--- src/sm2mm_pkg.sv ---
// Package with the moduli, constants and pipeline types of the SM2 Montgomery multiplier.
`timescale 1ns / 1ps
package sm2mm_pkg;

    // Operand and accumulator widths.
    localparam int OP_W   = 256;
    localparam int WORD_W = 32;
    localparam int ACC_W  = 290;
    localparam int ROUNDS = OP_W / WORD_W;

    // Cycles from an accepted request to its result strobe.
    localparam int LATENCY = 1 + 3 * ROUNDS + 2;

    // Action codes.
    localparam logic [1:0] ACT_MUL_P = 2'd0;
    localparam logic [1:0] ACT_SQR_P = 2'd1;
    localparam logic [1:0] ACT_MUL_N = 2'd2;

    // SM2 field prime and group order.
    localparam logic [OP_W-1:0] MOD_P =
        256'hFFFFFFFEFFFFFFFF_FFFFFFFFFFFFFFFF_FFFFFFFF00000000_FFFFFFFFFFFFFFFF;
    localparam logic [OP_W-1:0] MOD_N =
        256'hFFFFFFFEFFFFFFFF_FFFFFFFFFFFFFFFF_7203DF6B21C6052B_53BBF40939D54123;

    // Negated inverse of an odd word modulo 2^32, by Newton iteration.
    function automatic logic [WORD_W-1:0] neg_inv32(input logic [WORD_W-1:0] m0);
        logic [WORD_W-1:0] inv;
        inv = m0;
        for (int k = 0; k < 5; k++) begin
            inv = inv * (32'd2 - m0 * inv);
        end
        return 32'd0 - inv;
    endfunction

    localparam logic [WORD_W-1:0] MINV_P = neg_inv32(MOD_P[WORD_W-1:0]);
    localparam logic [WORD_W-1:0] MINV_N = neg_inv32(MOD_N[WORD_W-1:0]);

    // One request as it travels through the reduction rounds.
    typedef struct packed {
        logic [OP_W-1:0]  x;
        logic [OP_W-1:0]  y;
        logic             n_sel;
        logic [ACC_W-1:0] acc;
    } t_item;

endpackage

--- src/sm2mm_final.sv ---
// Final corrections that bring the reduced value below the modulus.
`timescale 1ns / 1ps
module sm2mm_final (
    input  logic                                i_clk,
    input  logic                                i_rst_n,
    input  logic                                i_valid,
    input  logic                                i_n_sel,
    input  logic [sm2mm_pkg::ACC_W-1:0]         i_acc,
    output logic                                o_valid,
    output logic [sm2mm_pkg::OP_W-1:0]          o_result
);
    import sm2mm_pkg::*;

    logic            r_v1, r_v2, r_sel1;
    logic [OP_W-1:0] r_res1, r_res2;
    logic [OP_W-1:0] n_res1, n_res2, m1, m2;
    logic [OP_W:0]   diff;

    // First correction: subtract the modulus when bit 256 is set.
    assign m1     = i_n_sel ? MOD_N : MOD_P;
    assign n_res1 = i_acc[OP_W] ? (i_acc[OP_W-1:0] - m1) : i_acc[OP_W-1:0];

    // Second correction: subtract once more when the value is still at least m.
    assign m2     = r_sel1 ? MOD_N : MOD_P;
    assign diff   = {1'b0, r_res1} - {1'b0, m2};
    assign n_res2 = diff[OP_W] ? r_res1 : diff[OP_W-1:0];

    always_ff @(posedge i_clk) begin
        if (!i_rst_n) begin
            r_v1 <= 1'b0;
            r_v2 <= 1'b0;
        end else begin
            r_v1 <= i_valid;
            r_v2 <= r_v1;
        end
    end

    always_ff @(posedge i_clk) begin
        r_res1 <= n_res1;
        r_sel1 <= i_n_sel;
        r_res2 <= n_res2;
    end

    assign o_valid  = r_v2;
    assign o_result = r_res2;

endmodule

--- config.mk ---
export PLATFORM = sky130hd
export DESIGN_NAME = sm2mm_final
export DESIGN_NICKNAME = d
export VERILOG_FILES = /design/src/sm2mm_pkg.sv /design/src/sm2mm_final.sv
export SDC_FILE = /design/constraint.sdc
export NUM_CORES = 1
export LEC_CHECK = 0
export BUFFER_PORTS_ARGS = -buffer_cell sky130_fd_sc_hd__buf_2
export CELL_PAD_IN_SITES_DETAIL_PLACEMENT = 0
export CELL_PAD_IN_SITES_GLOBAL_PLACEMENT = 2
export CORE_MARGIN = 4
export CORE_UTILIZATION = 36
export CTS_BUF_LIST = sky130_fd_sc_hd__clkbuf_4 sky130_fd_sc_hd__clkbuf_8 sky130_fd_sc_hd__clkbuf_16
export CTS_CLUSTER_SIZE = 8
export DETAILED_ROUTE_END_ITERATION = 8
export PLACE_DENSITY_LB_ADDON = 0.1
export SLEW_MARGIN = 20
export SYNTH_ARGS = -nofsm -noshare
export SYNTH_HDL_FRONTEND = slang
export SYNTH_SLANG_ARGS = --single-unit
--- constraint.sdc ---
create_clock -name i_clk -period 16.2 [get_ports i_clk]
set_input_delay 3.24 -clock i_clk [delete_from_list [all_inputs] [get_ports i_clk]]
set_output_delay 3.24 -clock i_clk [all_outputs]
set_load 0.02 [all_outputs]
# Word-level counts from Yosys, hierarchy flattened
# Index checks and enable logic that the tools add are counted.
[word_totals]
reg_bits = 515
latchBits = 0
mem_bits_rw = 0
rom_bits = 0
input_bits = 294
out_inout_bits = 257
mem_count = 0
[classes]
addsub = 2
multipliers = 0
div_mod_pow = 0
order_cmp = 0
eq_ne = 0
shifts = 0
mux = 4
bitwise_logic = 0
n_reduce_logical = 0
[op_table]
columns = ["op", "n"]
rows = [
  ["256-bit 2-to-1 mux", 2],
  ["256-bit by 256-bit subtractor with 257-bit output", 1],
  ["128-bit 2-to-1 mux", 2],
  ["256-bit subtractor", 1],
]

# Longest topological paths before layout
[logic_depth]
ltp_word = 3
mapped_depth = 17
depth_no_buf = 13

# Worst setup path before layout
# OpenSTA, ideal clock, no wires.
[synth_timing]
path_type = "input port to flip-flop"
startpoint = "in i_n_sel"
endpoint = "reg r_res1[208]"
setup_ns = 0.072
t_arrival_ns = 6.488
setup_slack_ns = 9.640
stages = 15
n_path_buf = 2
path_cell_list = "inv_1 -> ha_1 -> clkbuf_1 -> or4bb_1 -> or2_2 -> nor3_1 -> a21oi_1 -> o21ai_0 -> o2bb2ai_1 -> a211oi_2 -> nand2b_1 -> buf_2 -> or3_4 -> nor4_2 -> xor2_1"
[synth_between]
elab_chain_cells = 3
[synth_lines]
columns = ["element", "line", "rtl"]
rows = [
  ["start: declaration", "sm2mm_final.sv:7", "input logic i_n_sel,"],
  ["128-bit 2-to-1 mux", "sm2mm_final.sv:20", "assign m1 = i_n_sel ? MOD_N : MOD_P;"],
  ["256-bit subtractor", "sm2mm_final.sv:21", "assign n_res1 = i_acc[OP_W] ? (i_acc[OP_W-1:0] - m1) : i_acc[OP_W-1:0];"],
  ["256-bit 2-to-1 mux", "sm2mm_final.sv:21", ""],
  ["named net n_res1[208]", "sm2mm_final.sv:16", "logic [OP_W-1:0] n_res1, n_res2, m1, m2;"],
  ["end signal: assignment", "sm2mm_final.sv:39", "r_res1 <= n_res1;"],
  ["end: declaration", "sm2mm_final.sv:15", "logic [OP_W-1:0] r_res1, r_res2;"],
]
# The timed path passes the listed nets, and every way through them passes these cells.
# A chain may end at the register's enable or synchronous reset.

# Worst setup path after layout
[layout_timing]
startpoint = "in i_n_sel"
endpoint = "reg r_res1[221]"
# The elaborated chain is that of the path after synthesis.

==> impl_metrics.tcl <==
set metrics [dict create \
    post-route-cell-area_mm2 0.03862 \
    vias 34540 \
    period_utilisation_layout_pct 52.09 \
    largest_family_of_logic_cells_by_synthesized_area "simple AND/OR/NAND/NOR gates" \
    worstMarginPinSlew_ns 1.156 \
    timing.critical_path.max_delay_family "simple AND/OR/NAND/NOR gates" \
    outcome "finished, final reports clean" \
    cp_max_fo 36 \
    tritoncts.num_buffers 76 \
    instance_count_after_placement_with_tap_cells_included 5717 \
    synth-simple-area-share_pct 30.01 \
    drive_above_1_share_pct 16.64 \
    postRouteWirelength_um 159900 \
    clock_insertion_delay_worst_skew_ns 0.67 \
    post_synth_xor_area_fraction_pct 12.42 \
    yosys-top-cells-count "515 x sky130_fd_sc_hd__dfxtp_1, 494 x sky130_fd_sc_hd__nand2_1, 338 x sky130_fd_sc_hd__nor2_1, 258 x sky130_fd_sc_hd__xnor2_1, 239 x sky130_fd_sc_hd__nand3_1" \
    slew_violations 0 \
    cp-startpoint "i_n_sel" \
    hold_path_class "reg -> reg" \
    synth.area.mux_share_pct 1.701 \
    fp.dieH_um 310.2 \
    maxClockFrequency_mhz 118.5 \
    drc 0 \
    setup.worst_path.start_class "input port" \
    grt_pass1_vias 32340 \
    yosysMostFrequentCell "sky130_fd_sc_hd__dfxtp_1" \
    detail_route.vias_per_cell 5.918 \
    async_s_r_ff_share_synth_pct 0 \
    slew_headroom_pct 21.86 \
    worstSetupPathType "in -> reg" \
    timing.critical_path.arrival_ns 8.94 \
    post_cts_resized 0 \
    fp.coreArea_mm2 0.09029 \
    dpl-instance-area_mm2 0.03639 \
    h-tree-depth 3 \
    synth_adder_area_share_pct 4.568 \
    synth_area_mm2 0.03287 \
    cts_post_setup_buffers_inserted 0 \
    design.die.area_mm2 0.09621 \
    synth_sequential_area_ratio_pct 31.36 \
    critical_path.reg2reg.startpoint "r_sel1" \
    setup-tns-final_ns 0 \
    grt_start_max_net_pins 148 \
    synthDistinctLibCells 98 \
    ys.flop_type "sky130_fd_sc_hd__dfxtp_1" \
    worst_ep_required_time_ns 16.71 \
    areaGrowthSynthToFinish_pct 17.50 \
    drt-met1-wl_um 75070 \
    cpPeakStageDelay_ns 0.74 \
    drt-initial-drc-count 4223 \
    final_net_count 5033 \
    initial_utilization_pct 36.41 \
    finalSetupViolCount 0 \
    post-dp-hpwl_um 131600 \
    grt_setup_unrepaired "no" \
    crit_buf_inv 3 \
    net_count_after_synthesis 4593 \
    fp-row-count 110 \
    hold_viol 0 \
    cts_tree "yes" \
    wire_per_inst_um 27.39 \
    synth_top_cell_by_area "sky130_fd_sc_hd__dfxtp_1" \
    static_leakage_nw 15.36 \
    post_synth_inst_count 4179 \
    met2WireLength_um 65080 \
    max_capacitance_violation_count 0 \
    cts-hold-fix-buffers 0 \
    grt_remaining_overflow 0 \
    slowest_stage "sky130_fd_sc_hd__or4_1" \
    synthesis.area_per_instance_um2 7.866 \
    vdd_ir_drop_max_v 0.00007820 \
    synth_edf_count 0 \
    yosys_register_bits 515 \
    cts.root.buffer_cell "sky130_fd_sc_hd__clkbuf_16" \
    antenna_violating_nets_post_route 0 \
    antenna_violations_before_repair 49 \
    clkSlewWorstSetupHoldPaths_ns 0.05 \
    yosys_warnings 0 \
    powerDensity_mw_per_mm2 101.2 \
    synth_area_leaders "sky130_fd_sc_hd__dfxtp_1 31%, sky130_fd_sc_hd__xnor2_1 6.9%, sky130_fd_sc_hd__nand2_1 5.6%" \
    layoutNonFillerInstCount 5836 \
    die-width_um 310.2 \
    synth_compound_gate_area_share_pct 16.73 \
    path_cells "buf_2 > buf_4 > inv_1 > ha_1 > nor4bb_1 > nand4_1 > or2_2 > nor2_1 > nand3_1 > o21ai_1 > a21oi_1 > or4_1 > nor3_1 > xor2_1" \
    io_pins 551 \
    grt_pass1_wl_um 225400 \
    clock_skew_ns 0.05036 \
    synth_top_area_share_pct 31.36 \
    layout_min_cycle_time_ns 8.439 \
    clock_sink_count 515 \
    grt_use_total_pct 31.77 \
    place_congestion 0.9820 \
    drtPass1Iterations 5 \
    min-delay-start "r_v1" \
    top_routing_layer_used "met5" \
    buffer_ports.inserted 517 \
    routed_length_on_met3_um 15550 \
    cts_buffer_depth 3 \
    critPathCaptureType "register" \
]
## cell type report
cell class / count / area (µm²)
fillers: 9521 / 51660
flip-flops and latches: 515 / 10310
diodes: 26 / 65.06
inverters: 83 / 311.5
clock buffers: 84 / 1998
multi-input cells: 3403 / 21520
repair buffers: 540 / 2779
well taps: 1176 / 1471
clock inverters: 9 / 163.9
## path summary, 6_finish.rpt
path / end / slack [ns] / cells after the start
min reg2reg: o_valid / 0.44 / 1
max reg2reg: o_result[24] / 9.84 / 15
min: o_valid / 0.44 / 1
max: r_res1[221] / 7.76 / 14
## cells in the final DEF (no fill, tap or decap), drive strengths merged, types with 28 or more instances in the layout
cell type	synthesis	final
nand2	494	494
and4	34	34
mux2	47	47
xnor2	258	258
dfxtp	515	515
a21oi	204	204
a21o	59	59
inv	83	85
nand4	153	153
nor4	80	80
ha	120	120
nand3	239	239
a31oi	53	53
nand2b	31	31
nor2	339	339
xor2	208	208
clkbuf	137	84
and3	121	121
and2	82	82
a211oi	28	28
buf	41	540
or3	41	41
nor3	159	159
o21ai	219	219
or2	30	30
## sequential cells by signal (all words and copies together), names as in the netlist
signal / flops
o_result: 256
r_res1: 256
o_valid: 1
r_sel1: 1
r_v1: 1
## logic make-up (layout without fill, tap and decap cells)
group                      Yosys count  after routing
and+or+nand+nor                   1922           1922
other                                0             26
xor gates and xnor gates           466            466
muxes                               50             50
AOI/OAI and AO/OA                  845            845
adders and majority gates          120            120
DFF                                515            515
buffers and inverters              261            716
## power breakdown
| group | total (mW) | internal [mW] | switching [mW] |
|---|---|---|---|
| registers | 1.49 | 1.38 | 0.109 |
| logic | 0.949 | 0.322 | 0.627 |
| clock network | 1.47 | 0.871 | 0.597 |
## metrics by stage
stage                     total power [mW]  hold slack, ns  util, %  worst slack (ns)
after CTS                            3.923          0.4457    42.70             7.874
final                                3.909          0.4424    42.78             7.761
after floorplan                      2.046          0.4118        -             9.640
after detailed placement             2.437          0.4321    40.30             7.245
after global placement               2.444          0.4262    40.30             7.090
after global routing                 4.068          0.4562    42.74             7.522
## metal layers
metal  vias to the layer above  track usage, %
met4                        10           8.887
met3                       234           6.228
met2                      1673           45.13
li1                      16080               -
met1                     16543           48.31
met5                         -               0
(Power assumes the default switching activity.)
